`config.mk`:
```
export PLATFORM = sky130hd
export DESIGN_NAME = ifdp_csr
export DESIGN_NICKNAME = d
export VERILOG_FILES = /design/src/sv/ifdp_pkg.sv /design/src/sv/ifdp_csr.sv
export SDC_FILE = /design/constraint.sdc
export NUM_CORES = 1
export LEC_CHECK = 0
export BUFFER_PORTS_ARGS = -buffer_cell sky130_fd_sc_hd__buf_2
export CELL_PAD_IN_SITES_DETAIL_PLACEMENT = 0
export CELL_PAD_IN_SITES_GLOBAL_PLACEMENT = 1
export CORE_AREA = 2 2 124 126
export CTS_CLUSTER_DIAMETER = 200
export CTS_CLUSTER_SIZE = 16
export DETAILED_ROUTE_END_ITERATION = 6
export DIE_AREA = 0 0 126 128
export PLACE_DENSITY_LB_ADDON = 0.1
export SLEW_MARGIN = 30
export SYNTH_ARGS = -nofsm -noshare
export SYNTH_HDL_FRONTEND = slang
export SYNTH_SLANG_ARGS = --single-unit
export TNS_END_PERCENT = 30
```
`constraint.sdc`:
```
create_clock -name clock -period 1.45 [get_ports clock]
set_input_delay 0.29 -clock clock [delete_from_list [all_inputs] [get_ports clock]]
set_output_delay 0.29 -clock clock [all_outputs]
set_load 0.02 [all_outputs]
```
`src/sv/ifdp_pkg.sv`:
```
// shared types, widths, register codes and arithmetic helpers for the fused dot product core
package ifdp_pkg;

   localparam int SAMPLE_W = 16;
   localparam int ACC_W    = 56;
   localparam int COORD_W  = 16;
   localparam int MAX_COMP = 8;
   localparam int CNT_W    = $clog2(MAX_COMP);
   localparam int NCOMP_W  = 4;
   localparam int PROD_W   = 2 * SAMPLE_W;
   localparam int SUM_W    = PROD_W + 2;
   localparam int EXT_W    = ACC_W + 2;
   localparam int ADDR_W   = 5;
   localparam int DATA_W   = 32;

   typedef enum logic [2:0] {
      REG_FIRST_X = 3'd0,
      REG_END_X   = 3'd1,
      REG_FIRST_Y = 3'd2,
      REG_END_Y   = 3'd3,
      REG_FIRST_Z = 3'd4,
      REG_END_Z   = 3'd5,
      REG_NCOMP   = 3'd6,
      REG_COMPLEX = 3'd7
   } reg_idx_type;

   typedef logic signed [SAMPLE_W-1:0] sample_type;
   typedef logic signed [PROD_W-1:0]   prod_type;
   typedef logic signed [SUM_W-1:0]    sum_type;
   typedef logic signed [ACC_W-1:0]    acc_type;
   typedef logic [COORD_W-1:0]         coord_type;

   typedef struct packed {
      coord_type          first_x;
      coord_type          end_x;
      coord_type          first_y;
      coord_type          end_y;
      coord_type          first_z;
      coord_type          end_z;
      logic [NCOMP_W-1:0] ncomp;
      logic               cplx;
   } cfg_type;

   typedef struct packed {
      sample_type r_re;
      sample_type r_im;
      sample_type u_re;
      sample_type u_im;
      sample_type w_re;
      sample_type w_im;
   } elem_type;

   typedef struct packed {
      sum_type ru_re;
      sum_type ru_im;
      sum_type wu_re;
      sum_type wu_im;
      sum_type rr;
   } sums_type;

   typedef struct packed {
      acc_type ru_re;
      acc_type ru_im;
      acc_type wu_re;
      acc_type wu_im;
      acc_type rr;
   } accs_type;

   typedef struct packed {
      acc_type          ru_re;
      acc_type          ru_im;
      acc_type          wu_re;
      acc_type          wu_im;
      logic [ACC_W-2:0] rr;
      logic             sat;
   } res_type;

   typedef struct packed {
      acc_type value;
      logic    clip;
   } sat_res_type;

   // a*b +/- c*d, exact
   function automatic sum_type pair_sum(input sample_type a, input sample_type b,
                                        input sample_type c, input sample_type d,
                                        input logic neg);
      prod_type p;
      prod_type q;
      sum_type  ps;
      sum_type  qs;
      p  = a * b;
      q  = c * d;
      ps = {{(SUM_W-PROD_W){p[PROD_W-1]}}, p};
      qs = {{(SUM_W-PROD_W){q[PROD_W-1]}}, q};
      return neg ? sum_type'(ps - qs) : sum_type'(ps + qs);
   endfunction

   // exact add, then clip to the signed accumulator range
   function automatic sat_res_type sat_add(input acc_type acc, input sum_type t);
      logic signed [EXT_W-1:0] s;
      sat_res_type             r;
      s = {{(EXT_W-ACC_W){acc[ACC_W-1]}}, acc} + {{(EXT_W-SUM_W){t[SUM_W-1]}}, t};
      // overflow when the three top bits disagree
      r.clip = !((s[EXT_W-1:ACC_W-1] == '0) || (s[EXT_W-1:ACC_W-1] == '1));
      if (r.clip) begin
         r.value = s[EXT_W-1] ? {1'b1, {(ACC_W-1){1'b0}}} : {1'b0, {(ACC_W-1){1'b1}}};
      end else begin
         r.value = s[ACC_W-1:0];
      end
      return r;
   endfunction

endpackage

```
`src/sv/ifdp_csr.sv`:
```
// configuration registers behind the apb-style port
module ifdp_csr import ifdp_pkg::*; (
   input  logic              clock,
   input  logic              reset,
   input  logic              psel,
   input  logic              penable,
   input  logic              pwrite,
   input  logic [ADDR_W-1:0] paddr,
   input  logic [DATA_W-1:0] pwdata,
   output logic [DATA_W-1:0] prdata,
   output logic              pready,
   output cfg_type           cfg
);

   cfg_type     cfg_ff;
   cfg_type     cfg_in;
   reg_idx_type idx;
   logic        wr_en;

   assign pready = 1'b1;
   assign idx    = reg_idx_type'(paddr[ADDR_W-1:2]);
   assign wr_en  = psel && penable && pwrite && pready;
   assign cfg    = cfg_ff;

   always_comb begin
      cfg_in = cfg_ff;
      if (wr_en) begin
         case (idx)
            REG_FIRST_X: cfg_in.first_x = pwdata[COORD_W-1:0];
            REG_END_X:   cfg_in.end_x   = pwdata[COORD_W-1:0];
            REG_FIRST_Y: cfg_in.first_y = pwdata[COORD_W-1:0];
            REG_END_Y:   cfg_in.end_y   = pwdata[COORD_W-1:0];
            REG_FIRST_Z: cfg_in.first_z = pwdata[COORD_W-1:0];
            REG_END_Z:   cfg_in.end_z   = pwdata[COORD_W-1:0];
            REG_NCOMP:   cfg_in.ncomp   = pwdata[NCOMP_W-1:0];
            REG_COMPLEX: cfg_in.cplx    = pwdata[0];
            default:     cfg_in = cfg_ff;
         endcase
      end
   end

   always_comb begin
      case (idx)
         REG_FIRST_X: prdata = DATA_W'(cfg_ff.first_x);
         REG_END_X:   prdata = DATA_W'(cfg_ff.end_x);
         REG_FIRST_Y: prdata = DATA_W'(cfg_ff.first_y);
         REG_END_Y:   prdata = DATA_W'(cfg_ff.end_y);
         REG_FIRST_Z: prdata = DATA_W'(cfg_ff.first_z);
         REG_END_Z:   prdata = DATA_W'(cfg_ff.end_z);
         REG_NCOMP:   prdata = DATA_W'(cfg_ff.ncomp);
         REG_COMPLEX: prdata = DATA_W'(cfg_ff.cplx);
         default:     prdata = '0;
      endcase
   end

   always_ff @(posedge clock) begin
      if (reset) begin
         cfg_ff.first_x <= '0;
         cfg_ff.end_x   <= '1;
         cfg_ff.first_y <= '0;
         cfg_ff.end_y   <= '1;
         cfg_ff.first_z <= '0;
         cfg_ff.end_z   <= '1;
         cfg_ff.ncomp   <= NCOMP_W'(1);
         cfg_ff.cplx    <= 1'b0;
      end else begin
         cfg_ff <= cfg_in;
      end
   end

endmodule

```
==> summary.md <==
| Metric | Value |
|---|---|
| Failing checks | negative setup slack |
| Placement Rows | 45 |
| Worst Setup Start Kind | flop |
| Crit path kind | reg -> out |
| Die area | 0.0161 mm2 |
| Post-synth EDFFs | 0 |
| IO Pins | 176 |
| Cell family with most CP delay | multiplexers |
| Critical Path End Type | primary output |
| Most frequent cells in the layout | buf_2, a21oi_1, nand2_1, dfxtp_1, buf_4 |
| Sw Ratio | 0.253 |
| R2R Path Start | cfg[44] |
| Cell internal pwr | 4.90 mW |
| Starting density of the core | 0.305 |
| CTS root buf | clkbuf_16 |
| Synthesized flop and latch total | 101 |
| Main synth FF type | dfxtp_1 |
| Final WS setup | -0.455 ns |
| RSZ-0062 raised after global routing | true |
| Net Switching | 1.66 mW |
| Initial antenna violation count | 0 |
| Largest cells by area after synthesis | dfxtp_1, a21oi_1, nand2_1, nor3_1, mux2i_1 |
| Initial DRC Count | 262 |
| Pin count of the biggest net entering global routing | 34 |
| Area growth, synth to finish | 47.0% |
| Max reg flops | 101 |
| Total Routing Usage GR | 0.209 |
| Status | complete, but fails checks |
| Part of the cycle the worst path needs | 1.31 |
| Final setup fails | 16 |
| Average size of a mapped cell | 7.87 um2 |
| Pleak | 2.65 nW |
| Commonest non-fill, non-tap cell in the layout | buf_2 |
| Post-synth ARST share | 0 |
| Post-DR vias/cell | 4.87 |
| Clock transition at path regs | 0.07 ns |
| Residual DRC | 0 |
| Routability cong. | 0.891 |
| P per Cell Area | 986 mW/mm2 |
| Layout cells sized above 1 | 0.433 |
| HPWL Detailed | 12.8 mm |
| Fmax | 525 MHz |
| Die height | 128 um |
| Crit-path cells | mux4_2 > mux2_4 > buf_6 |
| Top-area cell type share of the netlist area | 0.447 |
| Fin. Hold Viols | 0 |
| H-tree level count | 3 |
| Post-Route WL | 17.2 mm |
| Final net count | 792 |
| CTS Buf Count | 9 |
| Clock Skew | 0 ns |
| Sequential area share after synthesis | 0.447 |
| Largest stage delay, worst path | 0.51 ns |
| Sequential Power Share | 0.428 |
| Via count | 4593 |
| First-pass DRT Iterations | 4 |
| Clk network pwr share | 0.440 |
| Max-capacitance violation count | 0 |
| Synth area leader | dfxtp_1 |
| CTS tree | done |
| Hold Path Origin | pwdata[4] |
| Max-slew violation count | 0 |
| Total gr overflow | 0 |
| Total power draw | 6.56 mW |
| Gate power share | 0.132 |
| DIE WIDTH | 126 um |
| Core Region | 0.0149 mm2 |
| Wire length per cell | 18.3 um |
| Vias in the first global route | 4369 |
| Fin Hold WS | 0.201 ns |
| Max Buffers Root-to-Sink | 2 |
| Maximum VDD drop | 0.000557 V |
| Worst Path Required | 1.16 ns |
| Clk Latency, worst-skew pair | 0.35 ns |
| CTS Sinks | 101 |
| Cells after Synth | 575 |
| Buf/Inv on CP | 1 |
| Critical-path top delay cell | mux4_2 |
| CP startpoint | cfg[4] |
| Synth warn | 0 |
| Antenna-violating nets left | 0 |
| First-pass GRT wire length | 25.9 mm |
| Final period demand of the worst path | 1.91 ns |
| Port Buffers | 140 |
| Ant diodes | 0 |
| Min-delay worst type | in -> reg |
| Synth cell types | 32 |
| Cell Area, Synth | 0.00453 mm2 |
| Crit-path max FO | 2 |
| WP data arrival | 1.62 ns |
## cells in the mapped netlist, drive strengths merged (7+ instances only)
library cell and number:
nand2b 10, dfxtp 101, a21oi 126, nor3 51, clkbuf 25, mux2i 20
nand3 7, nand2 105, nor2 41, a211oi 9, buf 39
## per-stage QoR
stage               cells  TNS (ns)  worst slack, ns  utilization  area (um2)
floorplan             590     -1.08          -0.0296            -        4740
global placement      926    -32.74           -0.533        0.400        5950
detailed placement    926    -33.05           -0.518        0.400        5950
CTS                   946     -4.08           -0.450        0.443        6590
global route          943     -4.49           -0.481        0.448        6660
finish                943     -3.83           -0.455        0.448        6660
## power groups by stage
stage | sequential [mW] | combinational, mW | clock, mW
floorplan | 2.90 | 0.464 | 0
global placement | 2.87 | 0.757 | 0
detailed placement | 2.87 | 0.761 | 0
CTS | 2.81 | 0.847 | 2.94
global route | 2.81 | 0.922 | 3.05
finish | 2.81 | 0.864 | 2.89
## routing by layer
layer / wire (um) / vias up / track usage
met4: 306 / 0 / 0.0659
met1: 8810 / 2158 / 0.317
met5: 0 / - / 0
met3: 883 / 19 / 0.0305
li1: - / 2281 / -
met2: 7250 / 135 / 0.305
## cell type report
cell class                 instances  area [um2]
multi-input combinational        420        2480
sequential                       101        2060
fill                            1534        8210
clock buffer                      10         239
tap                              188         235
inverter                           5        18.8
clock inverter                     6         118
timing repair buffer             213        1500
## final timing paths
path	to	slack [ns]	cells after the start
max	prdata[3]	-0.46	3
max reg2reg	cfg[44]	0.63	3
min reg2reg	cfg[61]	0.47	2
min	cfg[25]	0.20	3
## logic make-up (layout without fill, tap and decap cells)
family / after synthesis / in the layout / share of synthesized area
other cells: 2 / 17 / 0.00166
buf+inv: 69 / 234 / 0.0821
mux: 26 / 26 / 0.0666
flops: 101 / 101 / 0.447
compound gates: 151 / 151 / 0.180
simple gates: 226 / 226 / 0.223
## timing repair
| item | 4_1_cts | 5_1_grt |
|---|---|---|
| pin swaps | 10 | 8 |
| buffers inserted | 3 | 0 |
| hold buffers | 0 | 0 |
| setup endpoints to repair | 17 | 19 |
| cloned | 1 | 0 |
| resized for setup | 82 | 33 |
## tightest hold or removal path, cell delays in order
cell     delay (ns)
buf_2          0.12
nand2_1        0.05
a21oi_1        0.05
(Power assumes the default switching activity.)
