==> config.mk <==
export PLATFORM = sky130hd
export DESIGN_NAME = ifdp_pos
export DESIGN_NICKNAME = d
export VERILOG_FILES = /design/src/sv/ifdp_pkg.sv /design/src/sv/ifdp_pos.sv
export SDC_FILE = /design/constraint.sdc
export NUM_CORES = 1
export LEC_CHECK = 0
export BUFFER_PORTS_ARGS = -buffer_cell sky130_fd_sc_hd__buf_2
export CORE_MARGIN = 5
export CORE_UTILIZATION = 50
export CTS_BUF_LIST = sky130_fd_sc_hd__clkbuf_8
export DETAILED_ROUTE_END_ITERATION = 12
export PLACE_DENSITY = 0.75
export SETUP_SLACK_MARGIN = 0.3
export SYNTH_ARGS = -nofsm -noshare
export SYNTH_HDL_FRONTEND = slang
export SYNTH_SLANG_ARGS = --single-unit
==> constraint.sdc <==
create_clock -name clock -period 2.5 [get_ports clock]
set_clock_uncertainty 0.05 [all_clocks]
set_input_delay 0.25 -clock clock [delete_from_list [all_inputs] [get_ports clock]]
set_output_delay 0.25 -clock clock [all_outputs]
set_load 0.01 [all_outputs]
==> src/sv/ifdp_pkg.sv <==
// shared types, widths, register codes and arithmetic helpers for the fused dot product core
package ifdp_pkg;

   localparam int SAMPLE_W = 16;
   localparam int ACC_W    = 56;
   localparam int COORD_W  = 16;
   localparam int MAX_COMP = 8;
   localparam int CNT_W    = $clog2(MAX_COMP);
   localparam int NCOMP_W  = 4;
   localparam int PROD_W   = 2 * SAMPLE_W;
   localparam int SUM_W    = PROD_W + 2;
   localparam int EXT_W    = ACC_W + 2;
   localparam int ADDR_W   = 5;
   localparam int DATA_W   = 32;

   typedef enum logic [2:0] {
      REG_FIRST_X = 3'd0,
      REG_END_X   = 3'd1,
      REG_FIRST_Y = 3'd2,
      REG_END_Y   = 3'd3,
      REG_FIRST_Z = 3'd4,
      REG_END_Z   = 3'd5,
      REG_NCOMP   = 3'd6,
      REG_COMPLEX = 3'd7
   } reg_idx_type;

   typedef logic signed [SAMPLE_W-1:0] sample_type;
   typedef logic signed [PROD_W-1:0]   prod_type;
   typedef logic signed [SUM_W-1:0]    sum_type;
   typedef logic signed [ACC_W-1:0]    acc_type;
   typedef logic [COORD_W-1:0]         coord_type;

   typedef struct packed {
      coord_type          first_x;
      coord_type          end_x;
      coord_type          first_y;
      coord_type          end_y;
      coord_type          first_z;
      coord_type          end_z;
      logic [NCOMP_W-1:0] ncomp;
      logic               cplx;
   } cfg_type;

   typedef struct packed {
      sample_type r_re;
      sample_type r_im;
      sample_type u_re;
      sample_type u_im;
      sample_type w_re;
      sample_type w_im;
   } elem_type;

   typedef struct packed {
      sum_type ru_re;
      sum_type ru_im;
      sum_type wu_re;
      sum_type wu_im;
      sum_type rr;
   } sums_type;

   typedef struct packed {
      acc_type ru_re;
      acc_type ru_im;
      acc_type wu_re;
      acc_type wu_im;
      acc_type rr;
   } accs_type;

   typedef struct packed {
      acc_type          ru_re;
      acc_type          ru_im;
      acc_type          wu_re;
      acc_type          wu_im;
      logic [ACC_W-2:0] rr;
      logic             sat;
   } res_type;

   typedef struct packed {
      acc_type value;
      logic    clip;
   } sat_res_type;

   // a*b +/- c*d, exact
   function automatic sum_type pair_sum(input sample_type a, input sample_type b,
                                        input sample_type c, input sample_type d,
                                        input logic neg);
      prod_type p;
      prod_type q;
      sum_type  ps;
      sum_type  qs;
      p  = a * b;
      q  = c * d;
      ps = {{(SUM_W-PROD_W){p[PROD_W-1]}}, p};
      qs = {{(SUM_W-PROD_W){q[PROD_W-1]}}, q};
      return neg ? sum_type'(ps - qs) : sum_type'(ps + qs);
   endfunction

   // exact add, then clip to the signed accumulator range
   function automatic sat_res_type sat_add(input acc_type acc, input sum_type t);
      logic signed [EXT_W-1:0] s;
      sat_res_type             r;
      s = {{(EXT_W-ACC_W){acc[ACC_W-1]}}, acc} + {{(EXT_W-SUM_W){t[SUM_W-1]}}, t};
      // overflow when the three top bits disagree
      r.clip = !((s[EXT_W-1:ACC_W-1] == '0) || (s[EXT_W-1:ACC_W-1] == '1));
      if (r.clip) begin
         r.value = s[EXT_W-1] ? {1'b1, {(ACC_W-1){1'b0}}} : {1'b0, {(ACC_W-1){1'b1}}};
      end else begin
         r.value = s[ACC_W-1:0];
      end
      return r;
   endfunction

endpackage

==> src/sv/ifdp_pos.sv <==
// grid position tracking and interior window test
module ifdp_pos import ifdp_pkg::*; (
   input  logic    clock,
   input  logic    reset,
   input  cfg_type cfg,
   input  logic    accept,
   input  logic    row_end,
   input  logic    plane_end,
   input  logic    stream_end,
   output logic    interior
);

   logic [CNT_W-1:0]   comp_ff;
   logic [CNT_W-1:0]   comp_in;
   coord_type          pos_x_ff;
   coord_type          pos_x_in;
   coord_type          pos_y_ff;
   coord_type          pos_y_in;
   coord_type          pos_z_ff;
   coord_type          pos_z_in;
   logic [NCOMP_W-1:0] ncomp;
   logic [NCOMP_W-1:0] comp_next;

   // zero counts as one, oversize counts as the maximum
   always_comb begin
      if (cfg.ncomp == '0) begin
         ncomp = NCOMP_W'(1);
      end else if (cfg.ncomp > NCOMP_W'(MAX_COMP)) begin
         ncomp = NCOMP_W'(MAX_COMP);
      end else begin
         ncomp = cfg.ncomp;
      end
   end

   assign comp_next = NCOMP_W'(comp_ff) + NCOMP_W'(1);

   assign interior = (pos_x_ff >= cfg.first_x) && (pos_x_ff < cfg.end_x) &&
                     (pos_y_ff >= cfg.first_y) && (pos_y_ff < cfg.end_y) &&
                     (pos_z_ff >= cfg.first_z) && (pos_z_ff < cfg.end_z);

   always_comb begin
      comp_in  = comp_ff;
      pos_x_in = pos_x_ff;
      pos_y_in = pos_y_ff;
      pos_z_in = pos_z_ff;
      if (accept) begin
         if (stream_end) begin
            comp_in  = '0;
            pos_x_in = '0;
            pos_y_in = '0;
            pos_z_in = '0;
         end else if (row_end || plane_end) begin
            comp_in  = '0;
            pos_x_in = '0;
            if (plane_end) begin
               pos_y_in = '0;
               pos_z_in = pos_z_ff + coord_type'(1);
            end else begin
               pos_y_in = pos_y_ff + coord_type'(1);
            end
         end else if (comp_next >= ncomp) begin
            comp_in  = '0;
            pos_x_in = pos_x_ff + coord_type'(1);
         end else begin
            comp_in = comp_next[CNT_W-1:0];
         end
      end
   end

   always_ff @(posedge clock) begin
      if (reset) begin
         comp_ff  <= '0;
         pos_x_ff <= '0;
         pos_y_ff <= '0;
         pos_z_ff <= '0;
      end else begin
         comp_ff  <= comp_in;
         pos_x_ff <= pos_x_in;
         pos_y_ff <= pos_y_in;
         pos_z_ff <= pos_z_in;
      end
   end

endmodule

==> out/qor.yml <==
outcome:
  status: "finished, violations left"
  violations: "setup timing"
pwr:
  intPower_mw: 1.196
  pwr-share-clk_pct: 31.9
  p_sw_share_pct: 26.38
  irDropWorstVdd_uv: 237.2
  switchingPower_mw: 0.4285
  leakage_nw: 2.947
  power_frac_comb_pct: 18.1
  pwr-share-seq_pct: 49.9
  powerDensity_nw_per_um2: 283.9
timing:
  setup_viol_count_final: 1
  worst_pin_slew_ps: 575.3
  final_max_slew_viol_count: 0
  slew_headroom_pct: 61.65
  whs_ps: 230.7
  min_period_ps: 2528
  post-route-period-util_pct: 101.1
  finalHoldViolCount: 0
  rsz0062_at_grt: "true"
  setup_ws_ps: -28.09
  clock.fmax_mhz: 395.6
drt:
  ant_nets: 0
  wl_mm: 11.65
  first_pass_iters: 4
  post-route-drc-count: 0
  via_count: 4570
  drt_iter0_markers: 122
  post_drt_wl_per_cell_microns: 13.69
  viasPerCell: 5.370
worst_setup_path:
  ff2ff_path_depth: 8
  r2r_setup_slack_ps: 370
  required_ps: 2200
  cp-start-kind: "flop"
  path_max_fanout: 3
  arrival_ps: 2230
  path_class: "reg -> out"
  rr_endpoint: "pos_x_ff[4]"
  end_kind: "output pin"
  r2r-start: "comp_ff[0]"
layout:
  antenna_cells: 0
  post-route-cell-area_sq_um: 5722
  area_growth_pct: 20.72
  stdcell_count: 851
  mostFrequentLayoutCells: "buf_2, inv_1, ha_1"
  final_net_count: 929
  fin_util_pct: 61.92
  final_layout_size_suffix_gt1_share_pct: 22.30
  mostFrequentLayoutCell: "buf_2"
placement:
  dpl_cell_area_sq_um: 5418
  globalplace.congestion: 0.8557
  place_hpwl_mm: 9.612
  post-place-cells: 841
  dp_slack_ps: 75.76
  port-buffer-count: 106
yosys:
  postSynthAreaPerCell_sq_um: 7.770
  ys_ff_latch: 51
  synthFlopType: "dfxtp_1"
  yosysUniqueCellTypes: 48
  syn_nets: 818
  yosys_warnings: 0
  synth_area_sq_um: 4740
  synth_cells: 610
  ys_seq_area_share_pct: 21.54
  synth_edf_count: 0
  ys_async_sr_fraction_pct: 0
grt:
  grt_start_max_net_pins: 15
  grt_pass1_vias: 4420
  antenna_found_initial: 0
  grt_pass1_wl_mm: 18.80
  grt_overflow_total: 0
  grt_usage_pct: 19.57
clock_network:
  cts_sinks: 51
  cts.root.buffer_cell: "clkbuf_8"
  clk_pin_slew_ps: 100
  cts_tree: "built"
  clk_path_buf_depth: 2
  htreeDepth: 2
  cts_buffers: 5
  clk-insertion-delay-late_ps: 300
die:
  fp.dieW_microns: 107.4
  pin_count: 108
  initial_core_util_pct: 51.29
  die_y_microns: 107.4
  dieArea_sq_um: 11530
  fp-row-count: 35
  design.core.area_sq_um: 9240
hold_path:
  hold-path-cell-count: 2
  hold_path_class: "in -> reg"
  min_from: "reset"
  whs_endpoint: "pos_y_ff[1]"
run:
  maxCapViolations: 0
[cell usage after synthesis, types with 2 or more instances]
master / number / area, sq um
a211o_1: 3 / 26.28
a211oi_1: 5 / 37.54
a21o_1: 8 / 60.06
a21oi_1: 55 / 275.3
a31oi_1: 5 / 31.28
and3_1: 11 / 68.82
and4_1: 3 / 26.28
buf_2: 2 / 10.01
buf_6: 2 / 22.52
clkbuf_1: 5 / 18.77
dfxtp_1: 51 / 1021
ha_1: 101 / 1264
inv_1: 100 / 375.4
nand2_1: 47 / 176.4
nand2b_1: 7 / 43.79
nand3_1: 18 / 90.09
nand3b_1: 2 / 15.01
nand4_1: 15 / 93.84
nor2_1: 46 / 172.7
nor3_1: 7 / 35.03
nor4_1: 8 / 50.05
o211ai_1: 4 / 30.03
o21a_1: 2 / 15.01
o21ai_0: 38 / 190.2
or3_1: 16 / 100.1
or4_1: 4 / 30.03
xnor2_1: 8 / 70.07
xor2_1: 17 / 148.9
[kinds of logic (layout without fill, tap and decap cells)]
logic type	count (synthesis)	after routing	share of synthesized area, %
xor gates and xnor gates	25	25	4.620
DFF	51	51	21.54
and+or+nand+nor	193	193	21.04
adders and majority gates	101	101	26.66
AOI/OAI and AO/OA	131	131	17.13
buffers and inverters	109	221	9.002
[power groups by stage]
| stage | sequential (mW) | combinational [mW] | clock [mW] |
|---|---|---|---|
| after floorplan | 0.835 | 0.151 | 0 |
| after global placement | 0.836 | 0.260 | 0 |
| after detailed placement | 0.836 | 0.273 | 0 |
| after CTS | 0.817 | 0.278 | 0.524 |
| after global routing | 0.812 | 0.339 | 0.556 |
| final | 0.811 | 0.295 | 0.519 |
[worst max-delay path: stages (launching register included)]
cell and delay, ps:
dfxtp_4 370, ha_4 280, a211o_1 160, a31oi_4 50, nor4_4 150, o211ai_1 200, a22o_1 280, nor4_2 260
buf_2 180
[repair_timing]
action	4_1_cts	5_1_grt
setup buffers	0	2
setup endpoints to repair	18	10
pin swaps	2	13
hold buffers	0	0
resized for setup	8	36
[worst max path at each step]
stage | start | to | slack (ps) | depth (start not counted)
after floorplan | comp_ff[0] | comp_ff[2] | 380 | 8
after global placement | pos_y_ff[0] | interior | 160 | 9
after detailed placement | pos_y_ff[0] | interior | 80 | 9
after CTS | pos_y_ff[2] | interior | -120 | 8
after global routing | pos_z_ff[0] | interior | -130 | 9
final | pos_y_ff[2] | interior | -30 | 8
[area by class of cell]
type,count,area [sq um]
Clock buffer,7,96.34
Multi-Input combinational cell,450,3446
Tap cell,129,161.4
Timing Repair Buffer,113,586.8
Clock inverter,1,3.754
Sequential cell,51,1052
Inverter,100,375.4
Fill cell,854,3518
[state kept, by name, summed over array words and instances, names as in the netlist]
name,count
comp_ff,3
pos_y_ff,16
pos_z_ff,16
pos_x_ff,16
[per-stage QoR]
step | setup TNS [ps] | total power, mW
3_5_place_dp | 0 | 1.109
4_1_cts | -120.4 | 1.619
6_report | -28.09 | 1.624
3_3_place_gp | 0 | 1.096
2_1_floorplan | 0 | 0.9864
5_1_grt | -132.3 | 1.707
[layer usage]
metal | part of all wire, % | vias to the layer above | track usage (%) | wire [microns]
met3 | 4.2 | 12 | 2.160 | 492
met1 | 44 | 2118 | 24.01 | 5070
li1 | - | 2347 | - | -
met4 | 1.3 | 0 | 4.328 | 153
met5 | 0 | - | 0 | 0
met2 | 51 | 93 | 36.51 | 5938
Note: power is estimated with default switching activity, not from simulation.
